## src/rtl/ale_pkg.sv

```systemverilog
// Shared types and constants for the assembly line encoder.
// Used by ale_mnem_dec, ale_line_core and assembly_line_encoder; no dependencies.
package ale_pkg;

  // Widest address value the A-instruction accepts is 2^ADDRESS_BITS - 1.
  localparam int ADDRESS_BITS = 15;
  localparam int ACC_W        = 16;
  localparam int PROD_W       = ACC_W + 4;
  localparam logic [PROD_W-1:0] ADDR_LIMIT = PROD_W'((1 << ADDRESS_BITS) - 1);

  localparam int TOK_W = 24;
  localparam int CNT_W = 3;
  localparam logic [CNT_W-1:0] TOK_FULL = 3'd3;
  localparam logic [CNT_W-1:0] TOK_OVER = 3'd4;

  localparam logic [7:0] CH_NL    = 8'd10;
  localparam logic [7:0] CH_CR    = 8'd13;
  localparam logic [7:0] CH_SP    = 8'd32;
  localparam logic [7:0] CH_SLASH = "/";
  localparam logic [7:0] CH_AT    = "@";
  localparam logic [7:0] CH_EQ    = "=";
  localparam logic [7:0] CH_SEMI  = ";";
  localparam logic [7:0] CH_ZERO  = "0";
  localparam logic [7:0] CH_NINE  = "9";

  typedef enum logic [2:0] {
    PH_START,
    PH_ADDR,
    PH_FIRST,
    PH_COMP,
    PH_JUMP,
    PH_CMT_NONE,
    PH_CMT_WORD
  } phase_e;

  typedef enum logic [1:0] {
    ERR_NONE,
    ERR_MALFORMED,
    ERR_OVERFLOW,
    ERR_SLASH
  } line_err_e;

  typedef enum logic [1:0] {
    ST_OK        = 2'd0,
    ST_MALFORMED = 2'd1,
    ST_OVERFLOW  = 2'd2
  } status_e;

  // Mnemonic table hits for the current token.
  typedef struct packed {
    logic       comp_hit;
    logic [6:0] comp_code;
    logic       dest_hit;
    logic [2:0] dest_code;
    logic       jump_hit;
    logic [2:0] jump_code;
  } lookup_t;

  // One finished line from the core.
  typedef struct packed {
    logic        emit;
    logic [15:0] word;
    status_e     status;
  } line_res_t;

endpackage

```

## src/rtl/ale_mnem_dec.sv

```systemverilog
// Mnemonic decoder: matches the current token against the comp, dest and jump tables.
// Depends on ale_pkg.
module ale_mnem_dec
  import ale_pkg::*;
(
  input  logic [TOK_W-1:0] tok_chars_i,
  input  logic [CNT_W-1:0] tok_cnt_i,
  output lookup_t          lookup_o
);

  logic [CNT_W+TOK_W-1:0] key;

  assign key = {tok_cnt_i, tok_chars_i};

  always_comb begin
    lookup_o = '0;
    lookup_o.comp_hit = 1'b1;
    case (key)
      {3'd1, 16'h0, "0"}: lookup_o.comp_code = 7'h2A;
      {3'd1, 16'h0, "1"}: lookup_o.comp_code = 7'h3F;
      {3'd2, 8'h0, "-1"}: lookup_o.comp_code = 7'h3A;
      {3'd1, 16'h0, "D"}: lookup_o.comp_code = 7'h0C;
      {3'd1, 16'h0, "A"}: lookup_o.comp_code = 7'h30;
      {3'd2, 8'h0, "!D"}: lookup_o.comp_code = 7'h0D;
      {3'd2, 8'h0, "!A"}: lookup_o.comp_code = 7'h31;
      {3'd2, 8'h0, "-D"}: lookup_o.comp_code = 7'h0F;
      {3'd2, 8'h0, "-A"}: lookup_o.comp_code = 7'h33;
      {3'd3, "D+1"}:      lookup_o.comp_code = 7'h1F;
      {3'd3, "A+1"}:      lookup_o.comp_code = 7'h37;
      {3'd3, "D-1"}:      lookup_o.comp_code = 7'h0E;
      {3'd3, "A-1"}:      lookup_o.comp_code = 7'h32;
      {3'd3, "D+A"}:      lookup_o.comp_code = 7'h02;
      {3'd3, "D-A"}:      lookup_o.comp_code = 7'h13;
      {3'd3, "A-D"}:      lookup_o.comp_code = 7'h07;
      {3'd3, "D&A"}:      lookup_o.comp_code = 7'h00;
      {3'd3, "D|A"}:      lookup_o.comp_code = 7'h15;
      {3'd1, 16'h0, "M"}: lookup_o.comp_code = 7'h70;
      {3'd2, 8'h0, "!M"}: lookup_o.comp_code = 7'h71;
      {3'd2, 8'h0, "-M"}: lookup_o.comp_code = 7'h73;
      {3'd3, "M+1"}:      lookup_o.comp_code = 7'h77;
      {3'd3, "M-1"}:      lookup_o.comp_code = 7'h72;
      {3'd3, "D+M"}:      lookup_o.comp_code = 7'h42;
      {3'd3, "D-M"}:      lookup_o.comp_code = 7'h53;
      {3'd3, "M-D"}:      lookup_o.comp_code = 7'h47;
      {3'd3, "D&M"}:      lookup_o.comp_code = 7'h40;
      {3'd3, "D|M"}:      lookup_o.comp_code = 7'h55;
      default:            lookup_o.comp_hit  = 1'b0;
    endcase

    lookup_o.dest_hit = 1'b1;
    case (key)
      {3'd1, 16'h0, "M"}: lookup_o.dest_code = 3'd1;
      {3'd1, 16'h0, "D"}: lookup_o.dest_code = 3'd2;
      {3'd2, 8'h0, "MD"}: lookup_o.dest_code = 3'd3;
      {3'd1, 16'h0, "A"}: lookup_o.dest_code = 3'd4;
      {3'd2, 8'h0, "AM"}: lookup_o.dest_code = 3'd5;
      {3'd2, 8'h0, "AD"}: lookup_o.dest_code = 3'd6;
      {3'd3, "AMD"}:      lookup_o.dest_code = 3'd7;
      default:            lookup_o.dest_hit  = 1'b0;
    endcase

    lookup_o.jump_hit = 1'b1;
    case (key)
      {3'd3, "JGT"}: lookup_o.jump_code = 3'd1;
      {3'd3, "JEQ"}: lookup_o.jump_code = 3'd2;
      {3'd3, "JGE"}: lookup_o.jump_code = 3'd3;
      {3'd3, "JLT"}: lookup_o.jump_code = 3'd4;
      {3'd3, "JNE"}: lookup_o.jump_code = 3'd5;
      {3'd3, "JLE"}: lookup_o.jump_code = 3'd6;
      {3'd3, "JMP"}: lookup_o.jump_code = 3'd7;
      default:       lookup_o.jump_hit  = 1'b0;
    endcase
  end

endmodule

```

## src/rtl/ale_line_core.sv

```systemverilog
// Line state machine: parses one character per step and finishes a line on newline.
// Depends on ale_pkg and ale_mnem_dec.
module ale_line_core
  import ale_pkg::*;
(
  input  logic      clk_i,
  input  logic      rst_ni,
  input  logic      step_i,
  input  logic [7:0] ch_i,
  output line_res_t res_o
);

  phase_e            phase_q, phase_d;
  line_err_e         err_q, err_d;
  logic [TOK_W-1:0]  tok_chars_q, tok_chars_d;
  logic [CNT_W-1:0]  tok_cnt_q, tok_cnt_d;
  logic [ACC_W-1:0]  accum_q, accum_d;
  logic [2:0]        dest_q, dest_d;
  logic [6:0]        comp_q, comp_d;

  lookup_t           lk;
  logic [15:0]       fin_word;
  status_e           fin_st;
  logic              is_digit;
  logic [PROD_W-1:0] prod;
  phase_e            eff_phase;

  ale_mnem_dec u_dec (
    .tok_chars_i (tok_chars_q),
    .tok_cnt_i   (tok_cnt_q),
    .lookup_o    (lk)
  );

  assign is_digit = (ch_i >= CH_ZERO) && (ch_i <= CH_NINE);
  assign prod = ({4'b0, accum_q} << 3) + ({4'b0, accum_q} << 1) + PROD_W'(ch_i - CH_ZERO);
  assign eff_phase = (phase_q == PH_START) ? PH_FIRST : phase_q;

  // Word and status if the line were closed now.
  always_comb begin
    fin_word = '0;
    fin_st   = ST_OK;
    unique case (phase_q)
      PH_ADDR: begin
        if (tok_cnt_q == '0) fin_st = ST_MALFORMED;
        else fin_word = accum_q;
      end
      PH_FIRST, PH_COMP: begin
        if (!lk.comp_hit) fin_st = ST_MALFORMED;
        else fin_word = {3'b111, lk.comp_code,
                         (phase_q == PH_FIRST) ? 3'b000 : dest_q, 3'b000};
      end
      PH_JUMP: begin
        if (!lk.jump_hit) fin_st = ST_MALFORMED;
        else fin_word = {3'b111, comp_q, dest_q, lk.jump_code};
      end
      default: fin_st = ST_MALFORMED;
    endcase
  end

  // Result of a newline.
  always_comb begin
    res_o = '0;
    res_o.status = ST_OK;
    if (step_i && ch_i == CH_NL) begin
      if (err_q == ERR_SLASH) begin
        res_o.emit   = 1'b1;
        res_o.status = ST_MALFORMED;
      end else if (err_q == ERR_MALFORMED) begin
        res_o.emit   = 1'b1;
        res_o.status = ST_MALFORMED;
      end else if (err_q == ERR_OVERFLOW) begin
        res_o.emit   = 1'b1;
        res_o.status = ST_OVERFLOW;
      end else if (phase_q == PH_CMT_WORD) begin
        res_o.emit = 1'b1;
        res_o.word = accum_q;
      end else if (phase_q != PH_START && phase_q != PH_CMT_NONE) begin
        res_o.emit   = 1'b1;
        res_o.status = fin_st;
        res_o.word   = (fin_st == ST_OK) ? fin_word : 16'h0;
      end
    end
  end

  // Next state.
  always_comb begin
    phase_d     = phase_q;
    err_d       = err_q;
    tok_chars_d = tok_chars_q;
    tok_cnt_d   = tok_cnt_q;
    accum_d     = accum_q;
    dest_d      = dest_q;
    comp_d      = comp_q;
    if (!step_i) begin
      // hold
    end else if (ch_i == CH_NL) begin
      phase_d     = PH_START;
      err_d       = ERR_NONE;
      tok_chars_d = '0;
      tok_cnt_d   = '0;
      accum_d     = '0;
      dest_d      = '0;
      comp_d      = '0;
    end else if (ch_i == CH_SP || ch_i == CH_CR) begin
      // drop
    end else if (phase_q == PH_CMT_NONE || phase_q == PH_CMT_WORD) begin
      // drop comment text
    end else if (err_q == ERR_MALFORMED || err_q == ERR_OVERFLOW) begin
      // drop until newline
    end else if (err_q == ERR_SLASH) begin
      if (ch_i == CH_SLASH) begin
        err_d = ERR_NONE;
        if (phase_q == PH_START) begin
          phase_d = PH_CMT_NONE;
        end else if (fin_st != ST_OK) begin
          err_d = ERR_MALFORMED;
        end else begin
          accum_d = fin_word;
          phase_d = PH_CMT_WORD;
        end
      end else begin
        err_d = ERR_MALFORMED;
      end
    end else if (ch_i == CH_SLASH) begin
      err_d = ERR_SLASH;
    end else if (phase_q == PH_START && ch_i == CH_AT) begin
      phase_d = PH_ADDR;
    end else begin
      phase_d = eff_phase;
      unique case (eff_phase)
        PH_ADDR: begin
          if (is_digit) begin
            tok_cnt_d = 3'd1;
            if (prod > ADDR_LIMIT) err_d = ERR_OVERFLOW;
            else accum_d = prod[ACC_W-1:0];
          end else begin
            err_d = ERR_MALFORMED;
          end
        end
        PH_FIRST, PH_COMP: begin
          if (ch_i == CH_EQ) begin
            if (eff_phase == PH_FIRST && lk.dest_hit) begin
              dest_d      = lk.dest_code;
              tok_chars_d = '0;
              tok_cnt_d   = '0;
              phase_d     = PH_COMP;
            end else begin
              err_d = ERR_MALFORMED;
            end
          end else if (ch_i == CH_SEMI) begin
            if (lk.comp_hit) begin
              comp_d      = lk.comp_code;
              if (eff_phase == PH_FIRST) dest_d = '0;
              tok_chars_d = '0;
              tok_cnt_d   = '0;
              phase_d     = PH_JUMP;
            end else begin
              err_d = ERR_MALFORMED;
            end
          end else if (tok_cnt_q < TOK_FULL) begin
            tok_chars_d = {tok_chars_q[TOK_W-9:0], ch_i};
            tok_cnt_d   = tok_cnt_q + 3'd1;
          end else begin
            tok_cnt_d = TOK_OVER;
          end
        end
        PH_JUMP: begin
          if (ch_i == CH_EQ || ch_i == CH_SEMI) begin
            err_d = ERR_MALFORMED;
          end else if (tok_cnt_q < TOK_FULL) begin
            tok_chars_d = {tok_chars_q[TOK_W-9:0], ch_i};
            tok_cnt_d   = tok_cnt_q + 3'd1;
          end else begin
            tok_cnt_d = TOK_OVER;
          end
        end
        default: err_d = ERR_MALFORMED;
      endcase
    end
  end

  always_ff @(posedge clk_i or negedge rst_ni) begin
    if (!rst_ni) begin
      phase_q     <= PH_START;
      err_q       <= ERR_NONE;
      tok_chars_q <= '0;
      tok_cnt_q   <= '0;
      accum_q     <= '0;
      dest_q      <= '0;
      comp_q      <= '0;
    end else begin
      phase_q     <= phase_d;
      err_q       <= err_d;
      tok_chars_q <= tok_chars_d;
      tok_cnt_q   <= tok_cnt_d;
      accum_q     <= accum_d;
      dest_q      <= dest_d;
      comp_q      <= comp_d;
    end
  end

  a_addr_in_range: assert property (@(posedge clk_i) disable iff (!rst_ni)
    phase_q == PH_ADDR |-> {4'b0, accum_q} <= ADDR_LIMIT)
    else $error("address accumulator above limit");

  a_newline_clears: assert property (@(posedge clk_i) disable iff (!rst_ni)
    step_i && ch_i == CH_NL |=> phase_q == PH_START && err_q == ERR_NONE && tok_cnt_q == '0)
    else $error("line state not cleared after newline");

  a_tok_cnt_range: assert property (@(posedge clk_i) disable iff (!rst_ni)
    tok_cnt_q <= TOK_OVER)
    else $error("token count out of range");

endmodule

```

## src/rtl/assembly_line_encoder.sv

```systemverilog
// Top level of the assembly line encoder: input register, line core, result register.
// Depends on ale_pkg and ale_line_core.
//
// Usage: feed source text one byte per transfer on in_valid_i / in_stall_o / ch_i.
// A newline byte closes the line; an instruction line then yields one transfer on
// out_valid_o / out_stall_i carrying machine_word_o and status_o. Empty and
// comment-only lines yield nothing. Spaces and carriage returns are ignored.
// Status 0 is ok, 1 is a malformed line or unknown mnemonic, 2 an address above
// 2^15 - 1; the word is 0 whenever status is not 0.
// Throughput: one character per cycle unless a held result is stalled.
// The input register feeds the line core, which updates its state as each byte
// steps; a newline loads the result register, and out_valid_o is high once the
// result register holds the line's result.
// Reset clears the line state and the valid flags of both registers; the first
// byte after reset starts a new line.
// When the receiver stalls, the result holds; the input register still takes a
// byte while the result register is empty or draining, and in_stall_o rises only
// when both are full.
module assembly_line_encoder
  import ale_pkg::*;
(
  input  logic        clk_i,
  input  logic        rst_ni,
  input  logic        in_valid_i,
  output logic        in_stall_o,
  input  logic [7:0]  ch_i,
  output logic        out_valid_o,
  input  logic        out_stall_i,
  output logic [15:0] machine_word_o,
  output logic [1:0]  status_o
);

  logic        in_vld_q;
  logic [7:0]  ch_q;
  logic        out_vld_q;
  logic [15:0] word_q;
  status_e     status_q;
  logic        advance;
  logic        step;
  line_res_t   res;

  assign advance    = !out_vld_q || !out_stall_i;
  assign in_stall_o = in_vld_q && !advance;
  assign step       = in_vld_q && advance;

  ale_line_core u_core (
    .clk_i  (clk_i),
    .rst_ni (rst_ni),
    .step_i (step),
    .ch_i   (ch_q),
    .res_o  (res)
  );

  always_ff @(posedge clk_i or negedge rst_ni) begin
    if (!rst_ni) begin
      in_vld_q  <= 1'b0;
      out_vld_q <= 1'b0;
    end else begin
      if (!in_stall_o) in_vld_q <= in_valid_i;
      if (advance) out_vld_q <= step && res.emit;
    end
  end

  always_ff @(posedge clk_i) begin
    if (!in_stall_o && in_valid_i) ch_q <= ch_i;
    if (step && res.emit) begin
      word_q   <= res.word;
      status_q <= res.status;
    end
  end

  assign out_valid_o    = out_vld_q;
  assign machine_word_o = word_q;
  assign status_o       = status_q;

  a_err_word_zero: assert property (@(posedge clk_i) disable iff (!rst_ni)
    out_valid_o && status_o != ST_OK |-> machine_word_o == 16'h0)
    else $error("nonzero word with error status");

  a_status_legal: assert property (@(posedge clk_i) disable iff (!rst_ni)
    out_valid_o |-> (status_o == ST_OK || status_o == ST_MALFORMED ||
                     status_o == ST_OVERFLOW))
    else $error("illegal status code");

  a_stall_only_full: assert property (@(posedge clk_i) disable iff (!rst_ni)
    in_stall_o |-> in_vld_q && out_vld_q)
    else $error("input stalled with a free stage");

  a_result_kept: assert property (@(posedge clk_i) disable iff (!rst_ni)
    out_vld_q && out_stall_i |=> out_vld_q)
    else $error("stalled result dropped");

endmodule
```

## config.mk

```make
export PLATFORM = sky130hd
export DESIGN_NAME = assembly_line_encoder
export DESIGN_NICKNAME = d
export VERILOG_FILES = /design/src/rtl/ale_pkg.sv /design/src/rtl/ale_mnem_dec.sv /design/src/rtl/ale_line_core.sv /design/src/rtl/assembly_line_encoder.sv
export SDC_FILE = /design/constraint.sdc
export NUM_CORES = 1
export LEC_CHECK = 0
export ABC_AREA = 1
export ABC_CLOCK_PERIOD_IN_PS = 4250
export BUFFER_PORTS_ARGS = -buffer_cell sky130_fd_sc_hd__buf_4
export CAP_MARGIN = 40
export CORE_UTILIZATION = 45
export CTS_BUF_LIST = sky130_fd_sc_hd__clkbuf_4
export DETAILED_ROUTE_END_ITERATION = 7
export GPL_ROUTABILITY_DRIVEN = 0
export SLEW_MARGIN = 20
export SYNTH_ARGS = -nofsm -noshare
export SYNTH_HDL_FRONTEND = slang
export SYNTH_HIERARCHICAL = 1
export SYNTH_SLANG_ARGS = --single-unit
```

## constraint.sdc

```tcl
create_clock -name clk_i -period 4.25 [get_ports clk_i]
set_input_delay 0.6375 -clock clk_i [delete_from_list [all_inputs] [get_ports clk_i]]
set_output_delay 0.6375 -clock clk_i [all_outputs]
set_load 0.05 [all_outputs]
```

==> metrics.txt <==
Synthesized Nets=approximately 1100; Overflow after GRT=0; fill count=between 1500 and 2000; Max Cap Viol=0; FF+latch area=around 2300 um2; hold buffers post-CTS=0; flip-flop and latch count after synthesis=86; Tightest Pin Transition=a little under 0.6 ns; Die W=130.2 um; sw power=between 0.0015 and 0.002 W; ant diodes=0; Comb power frac=between 50% and 60%; register area share after synthesis=30.85%; Worst Reg-to-Reg Cells=20; post-route core utilization=50.55%; status=finished, final reports clean; syn_area_per_cell=~6.9 um2; vias in the first global route=about 6400; maximum fanout along the worst path=16; maximum clock rate=between 200 and 300 MHz; Mapped Area=7398 um2; Relative slew margins=between 60% and 70%; FF-to-FF End=u_core/accum_q[5]; worst hold margin=around 0.013 ns; Root Driver=clkbuf_4; TNS Setup=0 ns; Pint=roughly 0.002 W; Synth Flop Type=dfrtp_1; M1 WL=9.430 mm; final worst path period share=87.48%; met2 WL=9.557 mm; setup bufs post-CTS=0; power per cell area=~500 nW/um2; GRT Overall Usage=25.49%; Seq pwr share=about a third; Post-synth EDFFs=26; largest net degree at the start of global routing=49; RSZ-0062 raised after global routing=false; clock power share=approximately 14%; Routed WL=20.29 mm; Critical Path RT=about 4.6 ns; worst-case clock buffer depth=2; DR vias/cell=~5.4; Yosys cell types=49; antenna-violating nets left=0; IO Count=32; CTS sink count=86; die footprint=between 15000 and 20000 um2; DP Wirelength=approximately 16 mm; post-CTS resize count=0; first-pass iteration count of the detailed router=6; H-Tree Depth=3; Rows=between 40 and 50; layout cell share with drive strength beyond 1=9.355%; area grow syn2layout=8.929%; fin crit period=around 3.7 ns; wire length per cell=about 15 um; worst hold path class=in2async; Clock Skew=about 0.022 ns; reg2reg start=ch_q[6]; PortBufs=31; fraction of registers with async set/reset=a little over two thirds; Sw Ratio=between 40% and 50%; initial core utilization=about 46%; CTS tree=built; Placed Area=just under 8000 um2; DRC=0; synthesized instance count=~1100; Slew Limit Fails=0; Initial DRC Count=594; routed vias=7127; Syn. warnings=6; Design Area, Final=about 8100 um2; critical setup path kind=reg2reg; Final Net Count=approximately 1200; Die Y=130.2 um; static leakage=4.072 nW; metal3 WL=approximately 920 um; Worst setup EP type=flip-flop; Max rail drop VDD=0.0002315 V; CTS Buf Count=9; final hold violation count=0; crit start category=flip-flop; Worst-path clk slew=0.16 ns; Core ar.=between 15000 and 20000 um2; # setup viols final=0; CP arrival=about 4.1 ns; Highest Signal Layer=met4; Clk Latency, worst-skew pair=between 0.4 and 0.5 ns; initial antenna violation count=0; R2R Setup Slk=approximately 0.53 ns; first-pass GRT wire length=between 30 and 40 mm; multi-input combinational cell area=~4300 um2
## worst max-delay path by stage
stage	start	to	slack, ns	depth (start not counted)
finish	ch_q[6]	u_core/accum_q[5]	0.53	20
floorplan	ch_q[6]	u_core/accum_q[13]	0.50	20
CTS	ch_q[6]	u_core/accum_q[3]	0.50	20
global placement	ch_q[6]	u_core/accum_q[8]	0.60	19
global route	ch_q[6]	u_core/accum_q[15]	0.20	20
detailed placement	ch_q[6]	u_core/accum_q[5]	0.51	20
## sequential cells by signal, summed over array words and instances (netlist names)
name                flops
in_vld_q                1
u_core/dest_q           3
u_core/err_q            2
u_core/tok_cnt_q        3
ch_q                    8
out_valid_o             1
u_core/comp_q           7
u_core/accum_q         16
status_o                2
machine_word_o         16
u_core/phase_q          3
u_core/tok_chars_q     24
## cell type report
type                    count  area share, %
repair buffers             40          4.223
multi-input cells         782          53.73
clock inverters             6          1.195
inverters                 177          8.244
well taps                 216          3.354
clock buffers              10         0.9315
flip-flops and latches     86          28.32
## power groups by stage
stage	clock, W	sequential [W]	combinational, W
detailed placement	0	0.00138	0.00203
CTS	0.000593	0.00136	0.00204
finish	0.000576	0.00136	0.00204
global placement	0	0.00138	0.00198
global route	0.000622	0.00140	0.00231
floorplan	0	0.00127	0.00159
## kinds of logic (layout without fill, tap and decap cells)
kind of cell,Yosys count,count (layout),share of synthesized area (%)
flip-flops,86,86,30.85
AND/OR/NAND/NOR,544,544,32.64
XOR/XNOR,12,12,1.421
buffers and inverters,201,233,10.81
AO/OA/AOI/OAI,181,181,15.15
adder cells (fa/ha/maj),45,45,9.132
## critical path, stage by stage (launching register included)
cell	delay (ns)
edfxtp_1	0.53
nor2_4	0.27
inv_1	0.08
nor2_1	0.09
buf_4	0.24
fa_1	0.45
ha_1	0.37
nand2_1	0.13
inv_1	0.07
nand2_1	0.07
nand2_1	0.08
a21oi_1	0.17
nand2_1	0.07
nand2_1	0.06
nand2_1	0.07
nor3_2	0.20
nand3_1	0.14
nand2_2	0.21
nand2_4	0.17
nand2_1	0.11
nand2_1	0.05
## cell usage after synthesis (all sizes together) (6+ instances only)
cell type / instances / share of area [%]
nor3: 20 / 1.6
o21ai: 75 / 5.1
nor2: 129 / 7.7
nand2: 293 / 16
dfrtp: 60 / 20
a31oi: 7 / 0.59
buf: 9 / 1.1
inv: 175 / 8.9
clkbuf: 15 / 0.76
a22oi: 6 / 0.61
o2111ai: 24 / 2.8
xnor2: 7 / 0.83
ha: 30 / 5.1
edfxtp: 26 / 11
nand3b: 8 / 0.81
fa: 15 / 4.1
a221oi: 7 / 0.83
o22ai: 15 / 1.3
nand3: 70 / 5.0
a21oi: 37 / 2.9
nand4: 18 / 1.5
## metrics by stage
stage | cells | power, W | setup WS, ns
global route | 1317 | 0.004338 | 0.1999
detailed placement | 1301 | 0.003414 | 0.5148
global placement | 1299 | 0.003362 | 0.5961
finish | 1317 | 0.003981 | 0.5323
floorplan | 1069 | 0.002866 | 0.5029
CTS | 1317 | 0.004000 | 0.5031
## cell usage in the layout, fill, tap and decap left out, drive strengths merged
cell type / instances
nand2: 293
inv: 176
nor2: 129
o21ai: 75
nand3: 70
dfrtp: 60
buf: 40
a21oi: 37
ha: 30
edfxtp: 26
o2111ai: 24
nor3: 20
nand4: 18
o22ai: 15
fa: 15
clkbuf: 10
nand3b: 8
a221oi: 7
xnor2: 7
a31oi: 7
a22oi: 6
xor2: 5
clkinv: 4
o211ai: 3
bufinv: 2
and3: 2
nor4: 2
clkinvlp: 1
o31a: 1
or2: 1
o21bai: 1
a41oi: 1
o311ai: 1
o31ai: 1
o21a: 1
nor3b: 1
o41ai: 1
## layer usage
metal  track usage [%]  vias up
met3             3.895       27
met4             6.293        0
met5                 0        -
met2             42.71      182
li1                  -     3578
met1             34.40     3340
Note: power is estimated with default switching activity, not from simulation.
